$ cat config.mk
export PLATFORM = sky130hd
export DESIGN_NAME = scfla_ctrl
export DESIGN_NICKNAME = d
export VERILOG_FILES = /design/src/hw/rtl/scfla_pkg.sv /design/src/hw/rtl/scfla_ctrl.sv
export SDC_FILE = /design/constraint.sdc
export NUM_CORES = 1
export LEC_CHECK = 0
export BUFFER_PORTS_ARGS = -buffer_cell sky130_fd_sc_hd__buf_2
export CORE_AREA = 2 2 39 41
export DETAILED_ROUTE_END_ITERATION = 8
export DIE_AREA = 0 0 41 43
export PLACE_DENSITY = 0.51
export SLEW_MARGIN = 20
export SYNTH_ARGS = -nofsm -noshare
export SYNTH_HDL_FRONTEND = slang
export SYNTH_SLANG_ARGS = --single-unit
$ cat constraint.sdc
create_clock -name i_clk -period 1.65 [get_ports i_clk]
set_clock_uncertainty 0.1 [all_clocks]
set_input_delay 0.2475 -clock i_clk [delete_from_list [all_inputs] [get_ports i_clk]]
set_output_delay 0.2475 -clock i_clk [all_outputs]
set_load 0.01 [all_outputs]
$ cat src/hw/rtl/scfla_pkg.sv
package scfla_pkg;

    // Defaults for the top-level parameters.
    localparam int POOL_PAGES_DEF = 16;
    localparam int PAGE_BYTES_DEF = 4096;
    localparam int MAX_CLASS_DEF  = 12;

    // Fixed geometry: 16-bit byte addresses and one link cell per 64 bytes.
    localparam int MIN_CLASS    = 6;
    localparam int ADDR_W       = 16;
    localparam int HEAD_W       = 17;
    localparam int CELL_SHIFT   = 6;
    localparam int LINK_AW      = ADDR_W - CELL_SHIFT;
    localparam int LINK_DEPTH   = 1 << LINK_AW;
    localparam int ADDR_SPACE   = 1 << ADDR_W;
    localparam logic [HEAD_W-1:0] NULL_PTR = 17'h1FFFF;

    // Configuration register.
    localparam int PAGE_LIMIT_W = 5;
    localparam logic [PAGE_LIMIT_W-1:0] PAGE_LIMIT_RST = 5'd16;
    localparam int APB_AW       = 3;
    localparam int APB_DW       = 32;
    localparam logic REG_PAGE_LIMIT = 1'b0;

    typedef enum logic [1:0] {
        ST_OK        = 2'd0,
        ST_OOM       = 2'd1,
        ST_TOO_LARGE = 2'd2
    } t_status;

    typedef enum logic {
        OP_ALLOC = 1'b0,
        OP_FREE  = 1'b1
    } t_opcode;

    // Commands from the controller to the datapath.
    typedef struct packed {
        logic    load;
        logic    free_push;
        logic    carve_start;
        logic    carve_push;
        logic    pop_read;
        logic    pop_commit;
        logic    emit;
        t_status status;
    } t_cmd;

    // Status from the datapath to the controller.
    typedef struct packed {
        logic too_large;
        logic is_free;
        logic head_null;
        logic can_carve;
        logic carve_empty;
        logic carve_last;
        logic out_free;
    } t_stat;

endpackage

$ cat src/hw/rtl/scfla_ctrl.sv
module scfla_ctrl (
    input  logic             i_clk,
    input  logic             i_rst_n,
    input  logic             i_in_valid,
    output logic             o_in_stall,
    input  scfla_pkg::t_stat i_stat,
    output scfla_pkg::t_cmd  o_cmd
);
    import scfla_pkg::*;

    typedef enum logic [1:0] {
        S_IDLE,
        S_DECODE,
        S_CARVE,
        S_POP
    } t_state;

    t_state r_state;
    t_state n_state;

    always_comb begin
        n_state = r_state;
        o_cmd   = '0;
        o_cmd.status = ST_OK;
        unique case (r_state)
            S_IDLE: begin
                if (i_in_valid) begin
                    o_cmd.load = 1'b1;
                    n_state    = S_DECODE;
                end
            end
            S_DECODE: begin
                // Nothing changes until the output register can take a result.
                if (i_stat.out_free) begin
                    if (i_stat.too_large) begin
                        o_cmd.emit   = 1'b1;
                        o_cmd.status = ST_TOO_LARGE;
                        n_state      = S_IDLE;
                    end else if (i_stat.is_free) begin
                        o_cmd.free_push = 1'b1;
                        o_cmd.emit      = 1'b1;
                        n_state         = S_IDLE;
                    end else if (!i_stat.head_null) begin
                        o_cmd.pop_read = 1'b1;
                        n_state        = S_POP;
                    end else if (!i_stat.can_carve) begin
                        o_cmd.emit   = 1'b1;
                        o_cmd.status = ST_OOM;
                        n_state      = S_IDLE;
                    end else if (i_stat.carve_empty) begin
                        // The page is used up even though it yields no block.
                        o_cmd.carve_start = 1'b1;
                        o_cmd.emit        = 1'b1;
                        o_cmd.status      = ST_OOM;
                        n_state           = S_IDLE;
                    end else begin
                        o_cmd.carve_start = 1'b1;
                        n_state           = S_CARVE;
                    end
                end
            end
            S_CARVE: begin
                o_cmd.carve_push = 1'b1;
                if (i_stat.carve_last) begin
                    n_state = S_DECODE;
                end
            end
            S_POP: begin
                if (i_stat.out_free) begin
                    o_cmd.pop_commit = 1'b1;
                    o_cmd.emit       = 1'b1;
                    n_state          = S_IDLE;
                end
            end
            default: begin
                n_state = S_IDLE;
            end
        endcase
    end

    always_ff @(posedge i_clk) begin
        if (!i_rst_n) begin
            r_state <= S_IDLE;
        end else begin
            r_state <= n_state;
        end
    end

    assign o_in_stall = (r_state != S_IDLE);

    a_emit_has_room: assert property (@(posedge i_clk) disable iff (!i_rst_n)
        o_cmd.emit |-> i_stat.out_free)
        else $error("result issued while the output register is occupied");

    a_one_update: assert property (@(posedge i_clk) disable iff (!i_rst_n)
        $onehot0({o_cmd.free_push, o_cmd.carve_start, o_cmd.carve_push,
                  o_cmd.pop_read, o_cmd.pop_commit}))
        else $error("more than one list update in a cycle");

    a_pop_nonempty: assert property (@(posedge i_clk) disable iff (!i_rst_n)
        o_cmd.pop_read |-> !i_stat.head_null)
        else $error("pop issued on an empty class list");

    a_pop_after_read: assert property (@(posedge i_clk) disable iff (!i_rst_n)
        (o_cmd.pop_read) |=> (r_state == S_POP))
        else $error("link read not followed by the pop state");

endmodule

==> flow_metrics.tcl, run 1 <==
set metrics [dict create \
    outcome "complete, no violations" \
    routedWlPerCell_um 9.48 \
    detail_route.wirelength_um 635 \
    critical_path.max_fanout 3 \
    clock_path_buffers 2 \
    cells_on_worst_reg2reg_path 3 \
    dieHeight_um 43 \
    worst_setup_hold_path_clk_slew_ns 0.03 \
    synthesis.instances 28 \
    tritoncts "yes" \
    grt_overflow 0 \
    hpwl_um 481 \
    cp-start-kind "flip-flop" \
    layout.cells.most_common_list "19 x sky130_fd_sc_hd__buf_2, 3 x sky130_fd_sc_hd__inv_1, 3 x sky130_fd_sc_hd__nor2_1, 3 x sky130_fd_sc_hd__clkbuf_4" \
    timing.final.crit_period_ns 1.64 \
    maxSlewHeadroom_pct 75.5 \
    rrSetupSlack_ns 0.48 \
    die_area_sq_um 1760 \
    core_box_area_sq_um 1380 \
    worst_r2r_endpoint "r_state[0]" \
    commonest_non_fill_non_tap_cell_in_the_layout "sky130_fd_sc_hd__buf_2" \
    clock_sink_count 2 \
    ys_seq_area_share_pct 20.4 \
    timing_max_transition_violations_final 0 \
    timing.hold.worst_path_depth 2 \
    remaining_number_of_nets_flagged_by_the_antenna_check_after_routing 0 \
    die_width_um 41 \
    power.static_leakage_nw 0.200 \
    achievable-frequency_ghz 0.609 \
    rr_startpoint "r_state[1]" \
    post-route-worst-setup-slack_ns 0.00907 \
    cts_buffers 3 \
    syn-num-nets 38 \
    powerDensity_nw_per_um2 604 \
    grt_use_met3_pct 0 \
    gr-usage-met1_pct 10.8 \
    max_slew.worst_pin.slew_ns 0.363 \
    maxCapViolCount 0 \
    first_pass_iters 3 \
    cts_root_buffer "sky130_fd_sc_hd__clkbuf_4" \
    path_class "flip-flop to output pin" \
    synth_area_sq_um 196 \
    design.final.nets 63 \
    avgSynthCellArea_sq_um 7.02 \
    antenna_cells 0 \
    antenna_violations_before_repair 0 \
    yosysUniqueCellTypes 19 \
    yosys_register_bits 2 \
    ys_warn_count 0 \
    critical_path_arrival_ns 1.29 \
    worst_skew_late_latency_ns 0.22 \
    initial_core_util_pct 14.2 \
    grtUsageMet2_pct 9.38 \
    grt_first_pass_wirelength_um 938 \
    timing_hold_violations_final 0 \
    pre_cts_slack_ns 0.140 \
    area_delta_synth_final_pct 80.3 \
    finalSetupViolCount 0 \
    proportion_of_layout_cells_with_a_drive_suffix_above_1_pct 60.8 \
    grt_pass1_vias 232 \
    worst_hold_slack_ns 0.192 \
    design_power_total_mw 0.214 \
    port_buffers 19 \
    drt-initial-drc-count 1 \
    timing.hold.worst_endpoint "r_state[0]" \
    rsz0062_at_grt "true" \
    globalplace.congestion 0.675 \
    grt_max_degree 11 \
    hold_buffers 0 \
    fillCellCount 159 \
    grt.total_usage_pct 8.20 \
    biggestRegsByFlops "r_state (2)" \
    grt_busiest_layer "met4" \
    required_ns 1.30 \
    critPathCaptureType "output pin" \
    hold_path.startpoint "i_rst_n" \
    max-vdd-ir-drop_v 0.000158 \
    finalCritPeriodShare_pct 99.5 \
    vias_per_cell 4.21 \
    row_count 14 \
    route.detailed.drc 0 \
    largest_register_ff_count 2 \
    routed-via-count 282 \
    registers.top_by_ff_count "r_state" \
    htree_num_levels 1 \
    boundaryPins 20 \
    worstHoldPathType "input pin to flip-flop" \
]
## critical path: stages, from the launching register on
cell                      delay, ns
sky130_fd_sc_hd__dfxtp_2       0.32
sky130_fd_sc_hd__or4_4         0.53
sky130_fd_sc_hd__nor2_1        0.09
sky130_fd_sc_hd__buf_2         0.13
## cells by family (layout without fill, tap and decap cells)
logic type             count (synthesis)  count (layout)  synth area share (%)
AOI/OAI and AO/OA                      6               6                  21.0
and+or+nand+nor                       16              16                  50.3
buffers and inverters                  4              27                  8.28
DFF                                    2               2                  20.4
## cell type report
class,count,area [sq um],share of cell area [%]
well taps,16,20.0,5.65
repair buffers,21,110,31.1
flip-flops and latches,2,45.0,12.7
multi-input cells,22,145,41.0
inverters,3,11.3,3.18
clock buffers,3,22.5,6.36
## where the power goes
part	internal [mW]	switching (mW)
Sequential	0.0512	0.00246
Clock	0.0801	0.0269
Combinational	0.0259	0.0273
Total	0.157	0.0567
## metal layers
| metal | vias up | share of wire (%) |
|---|---|---|
| met3 | 2 | 8.3 |
| met5 | - | 0 |
| met2 | 16 | 42 |
| met4 | 0 | 3.1 |
| li1 | 150 | - |
| met1 | 114 | 47 |
## synth_stat cells
| cell type | instances | share of area (%) |
|---|---|---|
| sky130_fd_sc_hd__a21oi_1 | 2 | 5.1 |
| sky130_fd_sc_hd__a32o_1 | 1 | 5.1 |
| sky130_fd_sc_hd__and2b_2 | 1 | 4.5 |
| sky130_fd_sc_hd__and3_1 | 1 | 3.2 |
| sky130_fd_sc_hd__and3_2 | 1 | 3.8 |
| sky130_fd_sc_hd__buf_2 | 1 | 2.5 |
| sky130_fd_sc_hd__dfxtp_1 | 2 | 20 |
| sky130_fd_sc_hd__inv_1 | 3 | 5.7 |
| sky130_fd_sc_hd__nand2_1 | 2 | 3.8 |
| sky130_fd_sc_hd__nand2_2 | 1 | 3.2 |
| sky130_fd_sc_hd__nor2_1 | 3 | 5.7 |
| sky130_fd_sc_hd__nor3_1 | 1 | 2.5 |
| sky130_fd_sc_hd__nor3b_1 | 1 | 3.8 |
| sky130_fd_sc_hd__nor4_1 | 2 | 6.4 |
| sky130_fd_sc_hd__nor4b_1 | 1 | 4.5 |
| sky130_fd_sc_hd__o21ai_0 | 2 | 5.1 |
| sky130_fd_sc_hd__o221a_1 | 1 | 5.7 |
| sky130_fd_sc_hd__or2_2 | 1 | 3.2 |
| sky130_fd_sc_hd__or4_4 | 1 | 5.7 |
## repair_timing
action                                  in CTS  in global routing
setup buffers                                1                  0
gates resized for setup                      4                  0
endpoints found under the setup margin       3                  4
hold endpoints to repair                     0                  0
## worst max-delay path by stage
stage	from	endpoint	slack (ns)	cells after the start
2_1_floorplan	r_state[0]	o_cmd[0]	0.24	3
3_3_place_gp	r_state[0]	o_cmd[0]	0.15	4
3_5_place_dp	r_state[0]	o_cmd[0]	0.14	4
4_1_cts	r_state[1]	o_cmd[0]	-0.003	3
5_1_grt	r_state[1]	o_cmd[4]	-0.04	3
6_report	r_state[1]	o_cmd[0]	0.009	3
## stage by stage
stage / TNS, ns / cell area (sq um) / std cells / util (%)
after global routing: -0.0971 / 354 / 67 / 25.6
after global placement: 0 / 314 / 63 / 22.7
after floorplan: 0 / 196 / 28 / -
final: 0 / 354 / 67 / 25.6
after CTS: -0.00331 / 354 / 67 / 25.6
after detailed placement: 0 / 314 / 63 / 22.7
Power figures use the tool's default switching activity.
==> run 2: changes to the inputs <==
RECOVER_POWER = 50   (was default)
==> run 2 against run 1 <==
Net effect: count of clock-buffer cells in the layout unchanged; design area decreased by 0.71%; register-to-register slack about the same; routed wire length increased by 0.31%; largest power group unchanged.
==> flow_metrics.tcl, run 2 (synthesized netlist as in run 1, its figures left out) <==
set metrics [dict create \
    proportion_of_layout_cells_with_a_drive_suffix_above_1_pct 56.9 \
    layout.cells.most_common_list "17 x sky130_fd_sc_hd__buf_2, 3 x sky130_fd_sc_hd__inv_1, 3 x sky130_fd_sc_hd__nor2_1, 3 x sky130_fd_sc_hd__clkbuf_4" \
    timing_max_transition_violations_final 0 \
    routedWlPerCell_um 9.51 \
    grt_first_pass_wirelength_um 938 \
    post-route-worst-setup-slack_ns 0.00907 \
    grt_max_degree 11 \
    maxSlewHeadroom_pct 75.5 \
    antenna_cells 0 \
    rsz0062_at_grt "true" \
    antenna_violations_before_repair 0 \
    timing_hold_violations_final 0 \
    drt-initial-drc-count 1 \
    finalNonFillerCells 67 \
    grt_busiest_layer "met4" \
    worstHoldPathType "input pin to flip-flop" \
    boundaryPins 20 \
    registers.top_by_ff_count "r_state" \
    detail_route.wirelength_um 637 \
    cpMaxStageDelayCell "sky130_fd_sc_hd__or4_4" \
    dieHeight_um 43 \
    grt_pass1_vias 232 \
    hpwl_um 481 \
    design.final.nets 63 \
    pre_cts_slack_ns 0.140 \
    remaining_number_of_nets_flagged_by_the_antenna_check_after_routing 0 \
    row_count 14 \
    globalplace.congestion 0.675 \
    worst_skew_late_latency_ns 0.22 \
    htree_num_levels 1 \
    max_slew.worst_pin.slew_ns 0.363 \
    powerDensity_nw_per_um2 608 \
    cts_buffers 3 \
    required_ns 1.30 \
    initial_core_util_pct 14.2 \
    timing.hold.worst_path_depth 2 \
    route.detailed.drc 0 \
    clock_path_buffers 2 \
    place_inst 63 \
    clock_sink_count 2 \
    grt_use_met3_pct 0 \
    biggestRegsByFlops "r_state (2)" \
    worst_path_largest_cell_delay_ns 0.53 \
    finalSetupViolCount 0 \
    port_buffers 19 \
    vias_per_cell 4.21 \
    first_pass_iters 3 \
    die_area_sq_um 1760 \
    timing.final.crit_period_ns 1.64 \
    core_box_area_sq_um 1380 \
    finalCritPeriodShare_pct 99.5 \
    grt_overflow 0 \
    path_class "flip-flop to output pin" \
    worst_setup_hold_path_clk_slew_ns 0.03 \
    finalInstanceArea_sq_um 352 \
    critical_path.max_fanout 3 \
    power.static_leakage_nw 0.191 \
    maxCapViolCount 0 \
    outcome "complete, no violations" \
    layout.core_utilization_pct 25.4 \
    placement.cell_area_sq_um 314 \
    crit_path_cell_trace "or4_4 > nor2_1 > buf_2" \
    cells_on_worst_reg2reg_path 3 \
    largest_register_ff_count 2 \
    grtUsageMet2_pct 9.38 \
    max-vdd-ir-drop_v 0.000158 \
    critPathCaptureType "output pin" \
    area_delta_synth_final_pct 79.0 \
    grt.total_usage_pct 8.20 \
    achievable-frequency_ghz 0.609 \
    cp-start-kind "flip-flop" \
    commonest_non_fill_non_tap_cell_in_the_layout "sky130_fd_sc_hd__buf_2" \
    fillCellCount 159 \
    cts_root_buffer "sky130_fd_sc_hd__clkbuf_4" \
    gr-usage-met1_pct 10.8 \
    tritoncts "yes" \
    die_width_um 41 \
    critical_path_arrival_ns 1.29 \
    routed-via-count 282 \
]
==> run 2: report_power, final <==
group | internal [mW] | switching (mW)
Sequential | 0.0512 | 0.00246
Clock | 0.0801 | 0.0269
Combinational | 0.0258 | 0.0273
Total | 0.157 | 0.0567
==> run 2: critical path, delay by kind of cell, from the launching register on <==
kind / cells / cell delay (ns)
buf+inv: 1 / 0.13
flops: 1 / 0.32
simple gates: 2 / 0.62
==> run 2: area by class of cell <==
cell class	count	area (sq um)	area share, %
Clock buffer	3	22.5	6.41
Inverter	3	11.3	3.20
Multi-Input combinational cell	22	145	41.3
Sequential cell	2	45.0	12.8
Tap cell	16	20.0	5.69
Timing Repair Buffer	21	108	30.6
==> run 2: repair_timing <==
item,CTS,global route
cloned,0,0
endpoints found under the setup margin,3,4
resized for setup,4,0
buffers inserted,1,0
hold buffers,0,0
==> run 2: per-layer routing <==
| metal | wire [um] | up-vias |
|---|---|---|
| li1 | - | 150 |
| met4 | 20 | 0 |
| met2 | 264 | 16 |
| met5 | 0 | - |
| met3 | 53 | 2 |
| met1 | 299 | 114 |
==> run 2: per-stage QoR <==
stage                     total power [mW]  TNS (ns)  hold slack, ns
after detailed placement             0.103         0           0.430
after CTS                            0.221  -0.00331           0.187
after floorplan                     0.0770         0           0.289
after global routing                 0.228   -0.0971           0.204
final                                0.214         0           0.192
after global placement               0.102         0           0.426
==> run 2: worst paths after layout <==
kind         startpoint    endpoint  slack, ns
max          r_state[1]    o_cmd[0]      0.009
min             i_rst_n  r_state[0]       0.19
max reg2reg  r_state[1]  r_state[0]       0.48
min reg2reg  r_state[0]  r_state[1]       0.47
==> run 3: changes to the inputs <==
CELL_PAD_IN_SITES_DETAIL_PLACEMENT = 0   (was default)
CELL_PAD_IN_SITES_GLOBAL_PLACEMENT = 2   (was default)
CORE_AREA = default   (was 2 2 39 41)
CORE_MARGIN = 2   (was default)
CORE_UTILIZATION = 14   (was default)
DIE_AREA = default   (was 0 0 41 43)
PLACE_DENSITY = 0.83   (was 0.51)
clock period = 2 ns   (was 1.65 ns; I/O delays follow)
==> run 3 against run 2 <==
Net effect: critical path depth rose by 1; sequential share of layout area fell by 0.41 points; non-clock buffer count fell by 2; via count fell by 4.3%; die area fell by 2.5%; design area fell by 8.2%; critical endpoint is now o_cmd[4].
==> flow_metrics.tcl, run 3 (synthesized netlist as in run 1, its figures left out) <==
set metrics [dict create \
    outcome "complete, no violations" \
    port_buffers 19 \
    finalNonFillerCells 64 \
    worstHoldPathType "input pin to flip-flop" \
    timing_max_transition_violations_final 0 \
    design.final.nets 61 \
    finalSetupViolCount 0 \
    grt_max_degree 13 \
    cts_buffers 3 \
    proportion_of_layout_cells_with_a_drive_suffix_above_1_pct 46.9 \
    powerDensity_nw_per_um2 520 \
    power.static_leakage_nw 0.165 \
    die_width_um 41.5 \
    clock_power_share_pct 50.5 \
    worst_setup_hold_path_clk_slew_ns 0.03 \
    remaining_number_of_nets_flagged_by_the_antenna_check_after_routing 0 \
    timing_hold_violations_final 0 \
    htree_num_levels 1 \
    pre_cts_slack_ns 0.421 \
    internal_power_mw 0.126 \
    boundaryPins 20 \
    fillCellCount 169 \
    rsz0062_at_grt "false" \
    layout.core_utilization_pct 24.8 \
    maxCapViolCount 0 \
    tritoncts "yes" \
    top_signal_layer_used "met3" \
    tns_ns 0 \
    grt_pass1_vias 245 \
    row_count 13 \
    route.layer.met1.wl_um 280 \
    required_ns 1.60 \
    timing.final.crit_period_ns 1.80 \
    achievable-frequency_ghz 0.554 \
    cells_on_worst_reg2reg_path 3 \
    maxSlewHeadroom_pct 77.0 \
    hpwl_um 481 \
    placement.cell_area_sq_um 305 \
    grt_first_pass_wirelength_um 972 \
    die_area_sq_um 1720 \
    route.detailed.drc 0 \
    drt-initial-drc-count 1 \
    globalplace.congestion 0.680 \
    dr_wl_met3_um 66 \
    clock_path_buffers 2 \
    antenna_violations_before_repair 0 \
    grt.total_usage_pct 7.43 \
    detail_route.wirelength_um 599 \
    wl_met2_um 251 \
    max-vdd-ir-drop_v 0.000150 \
    clock_sink_count 2 \
    place_inst 61 \
    critical_path_arrival_ns 1.40 \
    routedWlPerCell_um 9.36 \
    vias_per_cell 4.22 \
    cts_root_buffer "sky130_fd_sc_hd__clkbuf_4" \
    part_of_the_total_power_dissipated_in_combinational_logic_pct 22.5 \
    postCtsSetupRepairBufs 0 \
    initial_core_util_pct 15.1 \
    layout.cells.most_common_list "15 x sky130_fd_sc_hd__buf_2, 4 x sky130_fd_sc_hd__clkbuf_1, 3 x sky130_fd_sc_hd__inv_1, 3 x sky130_fd_sc_hd__nor2_1, 3 x sky130_fd_sc_hd__clkbuf_4" \
    finalCritPeriodShare_pct 90.2 \
    hold_buffers 0 \
    power.sequential.fraction_pct 27.0 \
    core_box_area_sq_um 1300 \
    largest_register_ff_count 2 \
    grt_overflow 0 \
    critPathCaptureType "output pin" \
    finalInstanceArea_sq_um 323 \
    routed-via-count 270 \
    switching_share_pct 25.1 \
    timing.hold.worst_path_depth 2 \
    critical_path.max_fanout 7 \
    commonest_non_fill_non_tap_cell_in_the_layout "sky130_fd_sc_hd__buf_2" \
    post-route-worst-setup-slack_ns 0.196 \
    first_pass_iters 2 \
    registers.top_by_ff_count "r_state" \
    max_slew.worst_pin.slew_ns 0.341 \
    dieHeight_um 41.5 \
    cp-start-kind "flip-flop" \
    power.net_switching_mw 0.0421 \
    worst_skew_late_latency_ns 0.22 \
    biggestRegsByFlops "r_state (2)" \
    path_class "flip-flop to output pin" \
    cts-resized-gates 0 \
    antenna_cells 0 \
    area_delta_synth_final_pct 64.3 \
]
[run 3: routing by layer]
metal / GRT usage [%] / vias up
met3: 4.35 / 0
met1: 8.38 / 109
met2: 9.06 / 15
met5: 0 / -
met4: 7.74 / 0
li1: - / 146
[run 3: path summary, 6_finish.rpt]
check	startpoint	end	slack, ns
setup reg to reg	r_state[0]	r_state[1]	0.84
hold / removal	i_rst_n	r_state[0]	0.25
hold reg to reg	r_state[0]	r_state[0]	0.53
setup / recovery	r_state[0]	o_cmd[4]	0.20
[run 3: power by group through the flow]
stage	Sequential, mW	Clock, mW	Combinational [mW]
2_1_floorplan	0.0448	0	0.0187
3_3_place_gp	0.0459	0	0.0387
3_5_place_dp	0.0460	0	0.0387
4_1_cts	0.0455	0.0900	0.0390
5_1_grt	0.0462	0.0912	0.0425
6_report	0.0454	0.0848	0.0378
[run 3: per-stage QoR]
step                power (mW)  hold WS (ns)
finish                   0.168         0.254
detailed placement      0.0848         0.485
CTS                      0.175         0.250
global route             0.180         0.263
floorplan               0.0635         0.342
global placement        0.0845         0.481
[run 3: worst max-delay path, cell delays in order, from the launching register on]
cell                      delay [ns]
sky130_fd_sc_hd__dfxtp_1        0.39
sky130_fd_sc_hd__nand2_2        0.13
sky130_fd_sc_hd__or4_4          0.44
sky130_fd_sc_hd__nor2_1         0.09
sky130_fd_sc_hd__buf_2          0.13
[run 3: final cells by class]
cell class                      count  area, sq um  area share [%]
Timing Repair Buffer               19         90.1            27.9
Tap cell                           15         18.8            5.81
Inverter                            3         11.3            3.49
Multi-Input combinational cell     22          140            43.4
Sequential cell                     2         40.0            12.4
Clock buffer                        3         22.5            6.98
